## src/rtl/lqgptc_pkg.sv

```systemverilog
// ----------------------------------------------------------------------------
// lqgptc_pkg
// Shared constants, types and helpers for the point-tracking LQG controller.
// ----------------------------------------------------------------------------
package lqgptc_pkg;

  localparam int FRAC_BITS    = 16;
  localparam int CORDIC_STEPS = 24;
  localparam int CNT_W        = 5;
  localparam int DIV_W        = FRAC_BITS + 2;  // quotient bits for the turn-rate divide
  localparam int PROD_W       = 68;

  localparam logic signed [34:0] CORDIC_GAIN = 35'sd652032874;
  localparam logic signed [34:0] PI_Q30      = 35'sd3373259426;
  localparam logic signed [34:0] HALF_PI_Q30 = 35'sd1686629713;

  localparam longint STOP_R_I  = ((longint'(5) <<< FRAC_BITS) + 50) / 100;
  localparam longint V_LIMIT_I = ((longint'(3) <<< FRAC_BITS) + 5) / 10;
  localparam longint W_LIMIT_I = longint'(2) <<< FRAC_BITS;

  localparam logic signed [32:0] STOP_R  = 33'(STOP_R_I);
  localparam logic signed [67:0] STOP_R2 = 68'(STOP_R_I * STOP_R_I);
  localparam logic signed [15:0] V_LIMIT = 16'(V_LIMIT_I);
  localparam logic signed [18:0] W_LIMIT = 19'(W_LIMIT_I);

  typedef enum logic [2:0] {
    CFG_TARGET_X      = 3'd0,
    CFG_TARGET_Y      = 3'd1,
    CFG_LOOK_OFFSET   = 3'd2,
    CFG_LQR_GAIN      = 3'd3,
    CFG_STEP_TIME     = 3'd4,
    CFG_PROCESS_NOISE = 3'd5,
    CFG_MEASURE_NOISE = 3'd6
  } cfg_idx_e;

  typedef enum logic [4:0] {
    S_IDLE, S_CORDIC, S_ZX, S_ZY, S_SEED, S_GDIV, S_KX, S_KY, S_KV, S_ERR,
    S_EX2, S_EY2, S_CHK, S_UX, S_UY, S_PX, S_PY, S_V1, S_V2, S_T1, S_T2,
    S_T, S_WDIV, S_OUT
  } state_e;

  typedef struct packed {
    logic             start;
    logic [32:0]      rem0;
    logic [DIV_W-1:0] low;
    logic [32:0]      divisor;
    logic [CNT_W-1:0] nbits;
  } div_req_t;

  function automatic logic [29:0] atan_q30(input logic [CNT_W-1:0] i);
    logic [29:0] r;
    case (i)
      5'd0:  r = 30'd843314857;
      5'd1:  r = 30'd497837829;
      5'd2:  r = 30'd263043837;
      5'd3:  r = 30'd133525159;
      5'd4:  r = 30'd67021687;
      5'd5:  r = 30'd33543516;
      5'd6:  r = 30'd16775851;
      5'd7:  r = 30'd8388437;
      5'd8:  r = 30'd4194283;
      5'd9:  r = 30'd2097149;
      5'd10: r = 30'd1048576;
      5'd11: r = 30'd524288;
      5'd12: r = 30'd262144;
      5'd13: r = 30'd131072;
      5'd14: r = 30'd65536;
      5'd15: r = 30'd32768;
      5'd16: r = 30'd16384;
      5'd17: r = 30'd8192;
      5'd18: r = 30'd4096;
      5'd19: r = 30'd2048;
      5'd20: r = 30'd1024;
      5'd21: r = 30'd512;
      5'd22: r = 30'd256;
      5'd23: r = 30'd128;
      default: r = 30'd0;
    endcase
    return r;
  endfunction

  function automatic logic signed [31:0] sat32(input logic signed [67:0] v);
    logic signed [31:0] r;
    if (v > 68'sd2147483647) r = 32'sh7fffffff;
    else if (v < -68'sd2147483648) r = 32'sh80000000;
    else r = v[31:0];
    return r;
  endfunction

  // round half up, then floor shift
  function automatic logic signed [67:0] rshr(input logic signed [67:0] v, input int s);
    logic signed [67:0] r;
    r = (v + (68'sd1 <<< (s - 1))) >>> s;
    return r;
  endfunction

endpackage

```

## src/rtl/lqgptc_div.sv

```systemverilog
// ----------------------------------------------------------------------------
// lqgptc_div
// Restoring unsigned divider, one quotient bit per cycle.
// ----------------------------------------------------------------------------
module lqgptc_div (
  input  logic                         clk_i,
  input  logic                         rst_ni,
  input  lqgptc_pkg::div_req_t         req_i,
  output logic                         done_o,
  output logic [lqgptc_pkg::DIV_W-1:0] quot_o
);
  import lqgptc_pkg::*;

  logic [32:0]      rem_q, rem_d, d_q, d_d;
  logic [DIV_W-1:0] low_q, low_d, q_q, q_d;
  logic [CNT_W-1:0] cnt_q, cnt_d;
  logic             busy_q, busy_d, done_q, done_d;
  logic [33:0]      r2;
  logic             ge;

  assign r2 = {rem_q, low_q[DIV_W-1]};
  assign ge = r2 >= {1'b0, d_q};

  always_comb begin
    rem_d = rem_q; d_d = d_q; low_d = low_q; q_d = q_q; cnt_d = cnt_q;
    busy_d = busy_q; done_d = 1'b0;
    if (req_i.start) begin
      rem_d = req_i.rem0;
      low_d = req_i.low;
      d_d   = req_i.divisor;
      cnt_d = req_i.nbits;
      q_d   = '0;
      busy_d = 1'b1;
    end else if (busy_q) begin
      rem_d = ge ? 33'(r2 - {1'b0, d_q}) : r2[32:0];
      low_d = {low_q[DIV_W-2:0], 1'b0};
      q_d   = {q_q[DIV_W-2:0], ge};
      cnt_d = cnt_q - 1'b1;
      if (cnt_q == CNT_W'(1)) begin
        busy_d = 1'b0;
        done_d = 1'b1;
      end
    end
  end

  always_ff @(posedge clk_i or negedge rst_ni) begin
    if (!rst_ni) begin
      busy_q <= 1'b0;
      done_q <= 1'b0;
      cnt_q  <= '0;
    end else begin
      busy_q <= busy_d;
      done_q <= done_d;
      cnt_q  <= cnt_d;
    end
  end

  always_ff @(posedge clk_i) begin
    rem_q <= rem_d; d_q <= d_d; low_q <= low_d; q_q <= q_d;
  end

  assign done_o = done_q;
  assign quot_o = q_q;

endmodule

```

## config.mk

```make
export PLATFORM = sky130hd
export DESIGN_NAME = lqgptc_div
export DESIGN_NICKNAME = d
export VERILOG_FILES = /design/src/rtl/lqgptc_pkg.sv /design/src/rtl/lqgptc_div.sv
export SDC_FILE = /design/constraint.sdc
export NUM_CORES = 1
export LEC_CHECK = 0
export BUFFER_PORTS_ARGS = -buffer_cell sky130_fd_sc_hd__buf_2
export CAP_MARGIN = 10
export CORE_AREA = 2 2 137 139
export DETAILED_ROUTE_END_ITERATION = 7
export DIE_AREA = 0 0 139 141
export PLACE_DENSITY_LB_ADDON = 0.12
export SYNTH_ARGS = -nofsm -noshare
export SYNTH_HDL_FRONTEND = slang
export SYNTH_SLANG_ARGS = --single-unit
```

## constraint.sdc

```tcl
create_clock -name clk_i -period 3.55 [get_ports clk_i]
set_clock_uncertainty 0.15 [all_clocks]
set_input_delay 0.5325 -clock clk_i [delete_from_list [all_inputs] [get_ports clk_i]]
set_output_delay 0.5325 -clock clk_i [all_outputs]
set_load 0.01 [all_outputs]
```

# Word level (Yosys, flattened, before mapping)
# Index checks and enable logic that the tools add are counted.
[word_totals]
reg_bits = 109
latch_bits = 0
mem_bits_rw = 0
romBits = 0
in_bits = 92
wordCells = 25
memories = 0
[classes]
add_sub_neg = 2
n_mul = 0
div_mod_pow = 0
n_lt_le_gt_ge = 1
n_eq_ne = 1
n_shift = 0
mux = 13
n_bitwise = 0
reduce_logical = 1
[ops]
columns = ["operator", "n"]
rows = [
  ["2-to-1 mux 33 bit", 3],
  ["2-to-1 mux 18 bit", 2],
  [">= comparator 34 x 33 -> 1 bit", 1],
  ["subtractor 33 bit", 1],
  ["2-to-1 mux 5 bit", 2],
  ["2-to-1 mux 1 bit", 6],
  ["equality test 5 x 1 -> 1 bit (second input constant)", 1],
  ["subtractor 5 x 1 -> 5 bit (second input constant)", 1],
  ["nonzero test 2 bit", 1],
]

# Logic depth before layout (Yosys ltp)
[logic_depth]
depth_word = 4
mapped_depth = 15
depth_no_buf = 13

# Worst setup path before layout
# No wires, ideal clock.
[synth_path]
kind = "reg2reg"
start = "register low_q[17]"
end = "register rem_q[16], data pin"
setup_time_ps = 260
arrival_ps = 2966
required_ps = 3140
setup_slack_ps = 174
path_stages_with_launch = 14
path_buffers = 1
period_less_slack_ps = 3376
cell_sequence = "edfxtp_1 -> inv_1 -> ha_1 -> inv_1 -> fa_1 -> a21o_1 -> a311oi_1 -> o2bb2ai_1 -> o21ai_1 -> a311oi_2 -> nor4_2 -> buf_6 -> mux2_1 -> mux2_2"
[synth_via]
elab_chain_cells = 4
word_cells_on_any_way = 5
[synth_lines]
columns = ["item", "line", "source"]
rows = [
  ["start, declared", "lqgptc_div.sv:15", "logic [DIV_W-1:0] low_q, low_d, q_q, q_d;"],
  ["start signal, assigned", "lqgptc_div.sv:59", "rem_q <= rem_d; d_q <= d_d; low_q <= low_d; q_q <= q_d;"],
  ["subtractor 33 bit / >= comparator 34 x 33 -> 1 bit (equally long branches)", "lqgptc_div.sv:35, lqgptc_div.sv:22", ""],
  ["2-to-1 mux 33 bit *", "lqgptc_div.sv:35", "rem_d = ge ? 33'(r2 - {1'b0, d_q}) : r2[32:0];"],
  ["2-to-1 mux 33 bit *", "lqgptc_div.sv:34", "end else if (busy_q) begin"],
  ["2-to-1 mux 33 bit *", "lqgptc_div.sv:27", "if (req_i.start) begin"],
  ["net rem_d[16]", "lqgptc_div.sv:14", "logic [32:0] rem_q, rem_d, d_q, d_d;"],
  ["end signal, assigned", "lqgptc_div.sv:59", ""],
  ["end, declared", "lqgptc_div.sv:14", ""],
]
# The timed path passes the listed nets; every way through them passes the cells marked *. The select of a mux whose other input is x is not followed.
# A chain may end at the register's enable or synchronous reset.

# Final worst setup path
# Ends and elaborated chain as after synthesis.

==> qor.txt <==
Area of the multi-input gates: 3063 um^2
Arr. time, crit path: 3.44 ns
Final critical delay including setup and external delays: 3.489 ns
Effective utilization at floorplan: 34.34%
Most frequent cells in the layout: sky130_fd_sc_hd__buf_2, sky130_fd_sc_hd__edfxtp_1, sky130_fd_sc_hd__nand2_1, sky130_fd_sc_hd__inv_1, sky130_fd_sc_hd__a21oi_1
Startpoint kind of the worst setup timing path: flip-flop
Largest cells by area after synthesis: sky130_fd_sc_hd__edfxtp_1, sky130_fd_sc_hd__ha_1, sky130_fd_sc_hd__mux2_2, sky130_fd_sc_hd__dfxtp_1, sky130_fd_sc_hd__a21oi_1
Clock Root Buffer: sky130_fd_sc_hd__clkbuf_16
Transition time at the pin with the least slew margin: 0.6084 ns
Routed WL: 14410 um
Clock H-tree levels: 3
Number of enable flip-flop cells after synthesis: 84
Share of post-route cells with drive strength above 1: 30.52%
Overall global routing resource usage: 14.63%
Synth-to-layout area growth: 23.94%
Result of the run: complete, no violations
Multiplexer share of the synthesized area: 9.834%
DRC: 0
Number of buffers created by CTS: 9
Input/output buffers: 110
Max stage delay cell, worst path: sky130_fd_sc_hd__nor4_4
Maximum clock path buffer count: 2
Stage delay of the slowest cell on the critical path: 0.41 ns
Via count of the first global-routing pass: 4724
Buffer and inverter count on the worst path: 3
Clock-pin slew on the worst setup and hold paths: 0.08 ns
Post-synthesis xor/xnor area fraction: 4.608%
Area fraction in and, or, nand and nor cells after synthesis: 11.19%
CTS sink count: 109
Register bit count reported by yosys: 109
Leakage power: 0.003474 uW
Power after layout: 6218 uW
Final standard cell area without fillers: 7774 um^2
Post-synth net total: 725
Hold violation count in the final report: 0
Kind of critical path: flip-flop to flip-flop
Post-Synthesis Mean Instance Area: 10.51 um^2
Distinct cell type count of the synthesized netlist: 56
DR vias/cell: 4.910
Cell Rows: 50
Async set-reset flop share out of synthesis: 6.422%
Clock Power Share: 16.0%
Sw Ratio: 38.31%
Final weighted congestion in routability-driven placement: 0.8346
Total number of vias: 4714
Internal power: 3836 uW
Detail Route Antenna Nets: 0
Capturing element type of the critical path: flip-flop
Register cell area after layout: 3058 um^2
Violation count after the first detailed-routing iteration: 162
Gate Count Post-Synth: 597
Compound-Gate Fraction of Synth Area: 13.60%
Flop pwr share: 30.6%
Top cell type's share of synthesized area: 40.22%
Logic pwr share: 53.4%
Maximum number of pins on one net before global-route repair: 86
Nets: 847
Die Y: 141 um
Number of fill cells in the layout: 1791
Horiz. Die Dim: 139 um
TritonCTS clock tree: done
Number of placed I/O pins: 111
CP cell instances: inv_1 > ha_2 > inv_2 > fa_2 > a21o_1 > a311oi_2 > o2bb2ai_2 > o21ai_2 > a311oi_2 > nor4_4 > buf_12 > mux2_4 > mux2_2
Class of the tightest hold or removal check: input pin to flip-flop
Final core utilization: 42.55%
CP Max Fanout: 6
Post-DP HPWL: 10410 um
Post-route fraction of the period consumed by the critical path: 98.29%
Setup Viol. Count Final: 0
MaxCap Viol Count: 0
Leading cell type in the layout, fill and taps excluded: sky130_fd_sc_hd__buf_2
Unrepaired setup endpoints after global routing: yes
Final total negative setup slack: 0 ns
Main combinational cell family by area after synthesis: compound AO/OA/AOI/OAI gates
Die Outline Area: 19600 um^2
Fraction of the yosys area taken by sequential cells: 48.75%
Number of antenna violations at the first check in global routing: 0
Area after DPL: 7206 um^2
Highest clock rate: 286.6 MHz
Post-Synth Adder-Cell Area: 7.301%
GR Overflow Total: 0
Endpoint required time on the critical path: 3.50 ns
Max-Slew Margin vs Limit: 59.44%
Clock insertion delay at the later pin of the skew report: 0.36 ns
First-pass detailed-route iteration total: 4
Power per cell area: 799.9 nW/um^2
VDD IR max: 0.0003128 V
Top flip-flop cell by instance count after synthesis: sky130_fd_sc_hd__edfxtp_1
Global-route wire length before repair: 23290 um
Std-Cell Core Area: 18270 um^2
Synthesis warning total: 0
Number of pins exceeding their max-slew limit in the final report: 0
Crit-path leading delay family: compound AO/OA/AOI/OAI gates
Routed len/inst: 15.01 um
Library cell appearing most often on the critical path: sky130_fd_sc_hd__a311oi_2
Sw Pwr: 2382 uW
Area of the mapped netlist: 6272 um^2
Library cell with the largest summed area after synthesis: sky130_fd_sc_hd__edfxtp_1
==> synthesized netlist by cell type, types with 8 or more instances <==
master                      n
sky130_fd_sc_hd__a21o_1    11
sky130_fd_sc_hd__a21oi_1   44
sky130_fd_sc_hd__and3b_1    8
sky130_fd_sc_hd__clkbuf_1  13
sky130_fd_sc_hd__dfxtp_1   18
sky130_fd_sc_hd__edfxtp_1  84
sky130_fd_sc_hd__ha_1      35
sky130_fd_sc_hd__inv_1     49
sky130_fd_sc_hd__mux2_2    35
sky130_fd_sc_hd__mux2i_1   20
sky130_fd_sc_hd__nand2_1   49
sky130_fd_sc_hd__nand3_1   12
sky130_fd_sc_hd__nor2_1    42
sky130_fd_sc_hd__nor3_1     9
sky130_fd_sc_hd__o21ai_0   44
sky130_fd_sc_hd__xnor2_1   17
sky130_fd_sc_hd__xor2_1    16
==> worst paths after layout <==
kind,startpoint,endpoint,slack [ns],cells past startpoint
worst max-delay path,low_q[17],rem_q[16],0.06,13
worst min-delay path,req_i[37],d_q[32],0.20,1
worst max register to register,low_q[17],rem_q[16],0.06,13
worst min register to register,quot_o[17],quot_o[17],0.36,2
max in group asynchronous,rst_ni,busy_q,2.71,2
min in group asynchronous,rst_ni,cnt_q[4],0.38,2
==> timing repair <==
action / CTS / global route
setup endpoints to repair: 10 / 28
cloned: 0 / 4
resized for setup: 1 / 49
endpoints found under the hold margin: 7 / 0
setup buffers: 0 / 5
pin swaps: 0 / 17
hold buffers: 1 / 0
==> final cells by class <==
cell class / count / share of cell area, %
antenna: 2 / 0.06438
clock buffer: 10 / 2.945
clock inverter: 6 / 0.6921
inverter: 49 / 2.366
multi-input combinational: 413 / 39.40
sequential: 109 / 39.34
tap: 234 / 3.766
timing repair buffer: 137 / 11.43
==> layer usage <==
layer	part of all wire, %	up-vias	track usage [%]
met5	0	-	0
met4	1.1	0	4.040
met3	5.4	9	4.484
met2	48	97	24.53
met1	46	2208	18.38
li1	-	2400	-
==> metrics by stage <==
| stage | std cells | hold slack [ns] | worst slack [ns] |
|---|---|---|---|
| after floorplan | 597 | 0.08691 | 0.1737 |
| after global placement | 932 | 0.2226 | 0.01067 |
| after detailed placement | 932 | 0.2270 | -0.03168 |
| after CTS | 949 | 0.1773 | 0.02102 |
| after global routing | 958 | 0.1732 | -0.09800 |
| final | 960 | 0.1963 | 0.06062 |
==> registers in the layout (all words and copies together), names as in the netlist <==
register and count:
cnt_q 5, d_q 33, rem_q 33, low_q 18
busy_q 1, done_o 1, quot_o 18
==> logic make-up after synthesis <==
logic type,Yosys count
AND/OR/NAND/NOR,147
AO/OA/AOI/OAI,140
flip-flops,109
buffers and inverters,75
multiplexers,57
adder cells (fa/ha/maj),36
XOR/XNOR,33
==> power groups by stage <==
stage | clock [uW] | combinational [uW] | sequential [uW]
floorplan | 0 | 2120 | 1870
global placement | 0 | 2820 | 1920
detailed placement | 0 | 2840 | 1920
CTS | 1040 | 2860 | 1900
global route | 1100 | 3710 | 1940
finish | 992 | 3320 | 1900
==> worst register-to-register path, delay by kind of cell (launching register included) <==
kind,cells,cell delay (ns)
buffers and inverters,3,0.29
adders and majority gates,2,0.53
DFF,1,0.39
and+or+nand+nor,1,0.41
muxes,2,0.55
AOI/OAI and AO/OA,5,0.92
Note: power is estimated with default switching activity, not from simulation.
