[src/rtl/lqgptc_pkg.sv]
// ----------------------------------------------------------------------------
// lqgptc_pkg
// Shared constants, types and helpers for the point-tracking LQG controller.
// ----------------------------------------------------------------------------
package lqgptc_pkg;

  localparam int FRAC_BITS    = 16;
  localparam int CORDIC_STEPS = 24;
  localparam int CNT_W        = 5;
  localparam int DIV_W        = FRAC_BITS + 2;  // quotient bits for the turn-rate divide
  localparam int PROD_W       = 68;

  localparam logic signed [34:0] CORDIC_GAIN = 35'sd652032874;
  localparam logic signed [34:0] PI_Q30      = 35'sd3373259426;
  localparam logic signed [34:0] HALF_PI_Q30 = 35'sd1686629713;

  localparam longint STOP_R_I  = ((longint'(5) <<< FRAC_BITS) + 50) / 100;
  localparam longint V_LIMIT_I = ((longint'(3) <<< FRAC_BITS) + 5) / 10;
  localparam longint W_LIMIT_I = longint'(2) <<< FRAC_BITS;

  localparam logic signed [32:0] STOP_R  = 33'(STOP_R_I);
  localparam logic signed [67:0] STOP_R2 = 68'(STOP_R_I * STOP_R_I);
  localparam logic signed [15:0] V_LIMIT = 16'(V_LIMIT_I);
  localparam logic signed [18:0] W_LIMIT = 19'(W_LIMIT_I);

  typedef enum logic [2:0] {
    CFG_TARGET_X      = 3'd0,
    CFG_TARGET_Y      = 3'd1,
    CFG_LOOK_OFFSET   = 3'd2,
    CFG_LQR_GAIN      = 3'd3,
    CFG_STEP_TIME     = 3'd4,
    CFG_PROCESS_NOISE = 3'd5,
    CFG_MEASURE_NOISE = 3'd6
  } cfg_idx_e;

  typedef enum logic [4:0] {
    S_IDLE, S_CORDIC, S_ZX, S_ZY, S_SEED, S_GDIV, S_KX, S_KY, S_KV, S_ERR,
    S_EX2, S_EY2, S_CHK, S_UX, S_UY, S_PX, S_PY, S_V1, S_V2, S_T1, S_T2,
    S_T, S_WDIV, S_OUT
  } state_e;

  typedef struct packed {
    logic             start;
    logic [32:0]      rem0;
    logic [DIV_W-1:0] low;
    logic [32:0]      divisor;
    logic [CNT_W-1:0] nbits;
  } div_req_t;

  function automatic logic [29:0] atan_q30(input logic [CNT_W-1:0] i);
    logic [29:0] r;
    case (i)
      5'd0:  r = 30'd843314857;
      5'd1:  r = 30'd497837829;
      5'd2:  r = 30'd263043837;
      5'd3:  r = 30'd133525159;
      5'd4:  r = 30'd67021687;
      5'd5:  r = 30'd33543516;
      5'd6:  r = 30'd16775851;
      5'd7:  r = 30'd8388437;
      5'd8:  r = 30'd4194283;
      5'd9:  r = 30'd2097149;
      5'd10: r = 30'd1048576;
      5'd11: r = 30'd524288;
      5'd12: r = 30'd262144;
      5'd13: r = 30'd131072;
      5'd14: r = 30'd65536;
      5'd15: r = 30'd32768;
      5'd16: r = 30'd16384;
      5'd17: r = 30'd8192;
      5'd18: r = 30'd4096;
      5'd19: r = 30'd2048;
      5'd20: r = 30'd1024;
      5'd21: r = 30'd512;
      5'd22: r = 30'd256;
      5'd23: r = 30'd128;
      default: r = 30'd0;
    endcase
    return r;
  endfunction

  function automatic logic signed [31:0] sat32(input logic signed [67:0] v);
    logic signed [31:0] r;
    if (v > 68'sd2147483647) r = 32'sh7fffffff;
    else if (v < -68'sd2147483648) r = 32'sh80000000;
    else r = v[31:0];
    return r;
  endfunction

  // round half up, then floor shift
  function automatic logic signed [67:0] rshr(input logic signed [67:0] v, input int s);
    logic signed [67:0] r;
    r = (v + (68'sd1 <<< (s - 1))) >>> s;
    return r;
  endfunction

endpackage

[src/rtl/lqgptc_cordic.sv]
// ----------------------------------------------------------------------------
// lqgptc_cordic
// Iterative rotation-mode CORDIC, one micro-rotation per cycle, Q30 sin/cos.
// ----------------------------------------------------------------------------
module lqgptc_cordic (
  input  logic               clk_i,
  input  logic               rst_ni,
  input  logic               start_i,
  input  logic signed [14:0] heading_i,
  output logic               done_o,
  output logic signed [32:0] cos_o,
  output logic signed [32:0] sin_o
);
  import lqgptc_pkg::*;

  logic signed [32:0] x_q, y_q, x_d, y_d;
  logic signed [34:0] z_q, z_d, z0;
  logic [CNT_W-1:0]   cnt_q, cnt_d;
  logic               busy_q, busy_d, done_q, done_d, neg_q, neg_d;
  logic signed [34:0] at;

  assign at = $signed({5'd0, atan_q30(cnt_q)});
  assign z0 = $signed({{20{heading_i[14]}}, heading_i}) <<< 18;

  always_comb begin
    x_d = x_q; y_d = y_q; z_d = z_q; cnt_d = cnt_q;
    busy_d = busy_q; done_d = 1'b0; neg_d = neg_q;
    if (start_i) begin
      x_d = CORDIC_GAIN[32:0];
      y_d = '0;
      cnt_d = '0;
      busy_d = 1'b1;
      // fold angles beyond a quarter turn, negate the result at the end
      if (z0 > HALF_PI_Q30) begin
        z_d = z0 - PI_Q30; neg_d = 1'b1;
      end else if (z0 < -HALF_PI_Q30) begin
        z_d = z0 + PI_Q30; neg_d = 1'b1;
      end else begin
        z_d = z0; neg_d = 1'b0;
      end
    end else if (busy_q) begin
      if (!z_q[34]) begin
        x_d = x_q - (y_q >>> cnt_q);
        y_d = y_q + (x_q >>> cnt_q);
        z_d = z_q - at;
      end else begin
        x_d = x_q + (y_q >>> cnt_q);
        y_d = y_q - (x_q >>> cnt_q);
        z_d = z_q + at;
      end
      cnt_d = cnt_q + 1'b1;
      if (cnt_q == CNT_W'(CORDIC_STEPS - 1)) begin
        busy_d = 1'b0;
        done_d = 1'b1;
      end
    end
  end

  always_ff @(posedge clk_i or negedge rst_ni) begin
    if (!rst_ni) begin
      busy_q <= 1'b0;
      done_q <= 1'b0;
      cnt_q  <= '0;
    end else begin
      busy_q <= busy_d;
      done_q <= done_d;
      cnt_q  <= cnt_d;
    end
  end

  always_ff @(posedge clk_i) begin
    x_q <= x_d; y_q <= y_d; z_q <= z_d; neg_q <= neg_d;
  end

  assign done_o = done_q;
  assign cos_o  = neg_q ? -x_q : x_q;
  assign sin_o  = neg_q ? -y_q : y_q;

endmodule

[config.mk]
export PLATFORM = sky130hd
export DESIGN_NAME = lqgptc_cordic
export DESIGN_NICKNAME = d
export VERILOG_FILES = /design/src/rtl/lqgptc_pkg.sv /design/src/rtl/lqgptc_cordic.sv
export SDC_FILE = /design/constraint.sdc
export NUM_CORES = 1
export LEC_CHECK = 0
export ABC_AREA = 1
export BUFFER_PORTS_ARGS = -buffer_cell sky130_fd_sc_hd__buf_2
export CORE_ASPECT_RATIO = 0.6
export CORE_MARGIN = 2
export CORE_UTILIZATION = 45
export DETAILED_ROUTE_END_ITERATION = 10
export PLACE_DENSITY_LB_ADDON = 0.1
export SYNTH_ARGS = -nofsm -noshare
export SYNTH_HDL_FRONTEND = slang
export SYNTH_SLANG_ARGS = --single-unit
export TNS_END_PERCENT = 50
[constraint.sdc]
create_clock -name clk_i -period 5.1 [get_ports clk_i]
set_clock_uncertainty 0.2 [all_clocks]
set_input_delay 0.765 -clock clk_i [delete_from_list [all_inputs] [get_ports clk_i]]
set_output_delay 0.765 -clock clk_i [all_outputs]
set_load 0.02 [all_outputs]
## Word-level counts from Yosys, hierarchy flattened

Memories as Yosys holds them, arrays and structs flattened.
Index checks and enable logic that the tools add are counted.

| word-level totals | value |
|---|---|
| input port bits | 18 |
| memories | 1 |
| ROM bits | 960 |
| word-level logic and storage cells | 43 |
| flip-flop bits (word level) | 109 |

Memory list:

| memory | depth | bits a word | read ports | clocked after memory_dff | write ports | RTL line | text |
|---|---|---|---|---|---|---|---|
| (name not given) | 32 | 30 | 1 | 0 | 0 | lqgptc_pkg.sv:52 | `case (i)` |

| operators by class | value |
|---|---|
| $add $sub $neg | 11 |
| reductions and logical operators | 1 |
| shifts and indexed selects | 2 |
| mux-type cells | 18 |
| magnitude comparators | 2 |
| equal/unequal tests | 1 |

Operators with widths:

| cell | number |
|---|---|
| $mux 35 | 5 |
| $mux 33 | 4 |
| $add 33x33->33 | 2 |
| $neg 33->33 | 2 |
| $sshr 33x5->33 | 2 |
| $sub 33x33->33 | 2 |
| $add 35x31->35 | 1 |
| $sub 35x31->35 | 1 |
| $add 33x33->34 const B | 1 |
| $sub 33x33->34 const B | 1 |
| $gt 33x32->1 const B | 1 |
| $lt 33x32->1 const B | 1 |
| $mux 5 | 2 |
| $mux 1 | 7 |
| $add 5x1->5 const B | 1 |
| $eq 5x5->1 const B | 1 |
| $reduce_bool 2->1 | 1 |

## Depth between registers and ports, before layout

An unclocked memory read counts as a cell.

| logic depth | value |
|---|---|
| depth after elaboration | 5 |
| gate-level depth with buffers | 37 |
| gate-level depth less buffers | 35 |

## Worst setup path before layout

No wires, ideal clock.

| path | value |
|---|---|
| path kind | register -> register |
| start point | register cnt_q[0] |
| end point | register z_q[33] (data pin) |
| path buffers | 3 |
| setup slack | 0.562 ns |
| clock period less this slack | 4.538 ns |
| cell stages (with the launch flop) | 33 |
| data required time | 4.637 ns |
| arrival time | 4.076 ns |
| cells stage by stage | dfrtp_1 > buf_6 > inv_4 > buf_6 > buf_6 > ha_1 > nand2_1 > o21ai_1 > o211ai_2 > ha_1 > nand2_1 > nor2_1 > nand3_1 > nor3_2 > nand4_1 > nor2_1 > nand2_1 > nor3_2 > nand3_1 > nand2_1 > xor2_1 > ha_1 > a21oi_1 > o21ai_0 > a21oi_1 > nor2_1 > nor4_1 > nand2_1 > and3_1 > nor2_1 > xnor2_1 > nand2_1 > nand2_1 |

| on the way | value |
|---|---|
| cells in the longest elaborated chain, start to end | 5 |
| elaborated cells between the ends (all ways) | 6 |
| classes of those cells | add/sub (2); mux (3); memory (1) |

Ends and longest elaborated chain:

| item | RTL line | text |
|---|---|---|
| start: declaration | lqgptc_cordic.sv:18 | `logic [CNT_W-1:0] cnt_q, cnt_d;` |
| start signal: assignment | lqgptc_cordic.sv:67 | `cnt_q <= cnt_d;` |
| $mem_v2 32x30 (*) | - |  |
| $sub 35x31->35 or $add 35x31->35 (tied branches) | lqgptc_cordic.sv:45, lqgptc_cordic.sv:49 |  |
| $mux 35 (*) | lqgptc_cordic.sv:42 | `if (!z_q[34]) begin` |
| $mux 35 (*) | lqgptc_cordic.sv:41 | `end else if (busy_q) begin` |
| $mux 35 (*) | lqgptc_cordic.sv:28 | `if (start_i) begin` |
| via z_d[33] | lqgptc_cordic.sv:17 | `logic signed [34:0] z_q, z_d, z0;` |
| end signal: assignment | lqgptc_cordic.sv:72 | `x_q <= x_d; y_q <= y_d; z_q <= z_d; neg_q <= neg_d;` |
| end: declaration | lqgptc_cordic.sv:17 |  |

Mark *: on every way through the listed nets, which the timed path passes. The rest lies on a longest branch. The select of a mux whose other input is x is not followed.
A chain may end at the register's enable or synchronous reset.

## Worst setup path in the final report

| path | value |
|---|---|
| start point | register cnt_q[0] |
| end point | register z_q[34] (data pin) |

The elaborated chain is that of the path after synthesis.

==> flow_summary_export.csv <==
group,metric,value,unit
outcome,status,"finished clean",
setup_path,startpoint_type,"flip-flop",
power_and_ir_drop,power.internal,0.00776,W
cells_and_area,antennaDiodeCount,0,
job,maxCapViolCount,0,
sta,finalCritPeriodShare,96.9,%
logic_synthesis,syn_area_per_cell,5.77,um^2
sta,drv_slew,0,
logic_synthesis,synth_ff_type,"dfxtp_1",
cells_and_area,area_delta_synth_final,21.5,%
sta,setup_violations,0,
clock_tree,tritoncts,"yes",
setup_path,worstPathMaxFanout,8,
placed_design,place.gp.congestion,1.05,
clock_tree,clk_latency,0.41,ns
clock_tree,clk_pin_slew,0.09,ns
floorplanning,die_w,257,um
clock_tree,cts_sinks,109,
power_and_ir_drop,comb_power_share,85.5,%
grt,grt.overflow.total,0,
cells_and_area,final_common_cell,"nand2_1",
setup_path,r2r_start,"cnt_q[0]$_DFFE_PN0P_",
setup_path,cp_slowest_cell,"dfrtp_2",
floorplanning,ios,85,
sta,worst_pin_slew,0.842,ns
route,vias,21855,
clock_tree,cts_max_level,3,
cells_and_area,layout_common_cells,"nand2_1, nand3_1, inv_1",
placed_design,port_buffers,84,
sta,min_period,4.94,ns
logic_synthesis,synth-seq-cells,109,
power_and_ir_drop,p_total,0.0181,W
floorplanning,die_height,156,um
route,vias_per_cell,5.84,
route,wl,74400,um
power_and_ir_drop,p_sw_share,57.1,%
setup_path,crit_start,"cnt_q[0]$_DFFE_PN0P_",
power_and_ir_drop,switching_power,0.0103,W
logic_synthesis,synthArstFlopShare,6.42,%
route,ant_nets,0,
setup_path,setup.worst_path.end_class,"flip-flop",
sta,hold_viol_final,0,
logic_synthesis,syn-instance-count,2986,
power_and_ir_drop,clock_power_share,4.6,%
cells_and_area,fillerInstances,3900,
logic_synthesis,synthesis.area,17200,um^2
logic_synthesis,synth_nets,3123,
power_and_ir_drop,p_leak,10.5,nW
floorplanning,coreArea,37700,um^2
clock_tree,root_buffer,"clkbuf_16",
setup_path,cpMostUsedCell,"nor2_1",
setup_path,critPathRequiredTime,5.03,ns
sta,tns,0,ns
cells_and_area,drive_gt1_share,17.6,%
grt,grt_max_degree,43,
grt,antenna_found_initial,0,
power_and_ir_drop,power_frac_seq,9.9,%
logic_synthesis,synth_warnings,0,
power_and_ir_drop,ir_drop,0.000395,V
sta,maxSlewHeadroom,43.5,%
cells_and_area,final_util,55.5,%
setup_path,crit_arrival,4.88,ns
sta,max_freq,202,MHz
clock_tree,cts_buffers,9,
clock_tree,cts_max_path_buffers,2,
setup_path,cp_slowest_stage_delay,0.50,ns
placed_design,dpl_worst_slack,-0.310,ns
logic_synthesis,seq_area_frac_synth,15.0,%
sta,final.setup.worst_slack,0.159,ns
cells_and_area,design_area,20900,um^2
route,drc,0,
grt,grt_pass1_vias,19193,
placed_design,dpl_cell_area,19500,um^2
grt,grt_pass1_wl,111000,um
min_path,worstHoldStart,"y_q[32]$_SDFFE_PP0P_",
floorplanning,start_util,45.7,%
sta,rsz0062_at_grt,"yes",
route,wl_per_cell,19.9,um
route,drt_pass1_iterations,8,
floorplanning,die_area,39900,um^2
floorplanning,rows,55,
min_path,timing.hold.worst.class,"flip-flop to flip-flop",
power_and_ir_drop,power_density,863,nW/um^2
logic_synthesis,synth_edf_count,36,
route,drt_iter0_markers,3133,
placed_design,hpwl,58400,um
setup_path,critPathKind,"flip-flop to flip-flop",
grt,grtUsageTotal,35.5,%
cells_and_area,nets,3363,
logic_synthesis,ys_types,63,
critical path: cells and delay by family (launching register included):
family                     cells  cell delay [ns]
AOI/OAI and AO/OA              6             0.89
xor gates and xnor gates       1             0.17
adders and majority gates      3             0.66
buffers and inverters          2             0.26
DFF                            1             0.50
and+or+nand+nor               16             1.97
synth_stat cells, types with 14 or more instances:
library cell,number,share of area [%]
nand3_1,330,9.6
a21oi_1,192,5.6
nor2_1,294,6.4
o22ai_1,22,0.80
o21ai_0,206,6.0
o21bai_1,14,0.61
nor3_1,33,0.96
nor4_1,23,0.84
buf_1,19,0.41
nand4_1,25,0.91
o21a_1,14,0.61
ha_1,116,8.4
nand2_1,863,19
xor2_1,119,6.1
buf_2,26,0.76
clkbuf_1,50,1.1
inv_1,290,6.3
xnor2_1,47,2.4
edfxtp_1,36,6.3
or2_2,16,0.58
a31oi_1,22,0.80
dfxtp_1,66,7.7
path summary, 6_finish.rpt:
check	cells past startpoint	slack (ns)	end
max in group asynchronous	2	3.95	cnt_q[1]$_DFFE_PN0P_
min in group asynchronous	2	0.54	done_o$_DFF_PN0_
max	28	0.16	z_q[34]$_DFFE_PP_
min reg2reg	2	0.36	y_q[32]$_SDFFE_PP0P_
max reg2reg	28	0.16	z_q[34]$_DFFE_PP_
min	2	0.36	y_q[32]$_SDFFE_PP0P_
metrics by stage:
stage,cells,hold slack (ns)
CTS,3713,0.352
floorplan,2986,0.269
global placement,3695,0.324
finish,3744,0.362
global route,3744,0.401
detailed placement,3695,0.339
power groups by stage:
stage,combinational [W],sequential (W),clock (W)
after floorplan,0.00925,0.00166,0
after global placement,0.0138,0.00177,0
after detailed placement,0.0139,0.00177,0
after CTS,0.0140,0.00176,0.000824
after global routing,0.0170,0.00182,0.000844
final,0.0155,0.00179,0.000824
kinds of logic (layout without fill, tap and decap cells):
family | after synthesis | after routing | share of synthesized area [%]
compound gates | 548 | 548 | 17.9
buf+inv | 419 | 664 | 9.97
simple gates | 1625 | 1625 | 39.9
fa+ha+maj | 119 | 119 | 8.77
flops | 109 | 109 | 15.0
xor+xnor | 166 | 166 | 8.44
final cells by class:
| type | count | area (um^2) | share of cell area, % |
|---|---|---|---|
| clock buffers | 12 | 278 | 1.33 |
| clock inverters | 4 | 26.3 | 0.125 |
| inverters | 304 | 1160 | 5.56 |
| multi-input cells | 2458 | 13700 | 65.4 |
| flip-flops and latches | 109 | 2580 | 12.3 |
| well taps | 513 | 642 | 3.07 |
| repair buffers | 343 | 2540 | 12.1 |
| repair inverters | 1 | 8.76 | 0.0418 |
layer usage:
layer	global-route usage [%]	wire, um
met1	55.0	35200
met2	50.1	29500
met3	7.07	8440
met4	6.70	1220
met5	0	0
timing repair:
item / in CTS / in global routing
pin swaps: 1 / 57
gates cloned: 0 / 2
resized for setup: 9 / 222
hold endpoints to repair: 1 / 0
hold buffers: 1 / 0
endpoints found under the setup margin: 14 / 51
setup buffers: 1 / 29
state kept, by name (all words and copies together) (netlist names):
register and count:
cnt_q 5, z_q 35, busy_q 1, x_q 33, y_q 33, neg_q 1, done_o 1
No activity file was read; power rests on OpenSTA's default activity.
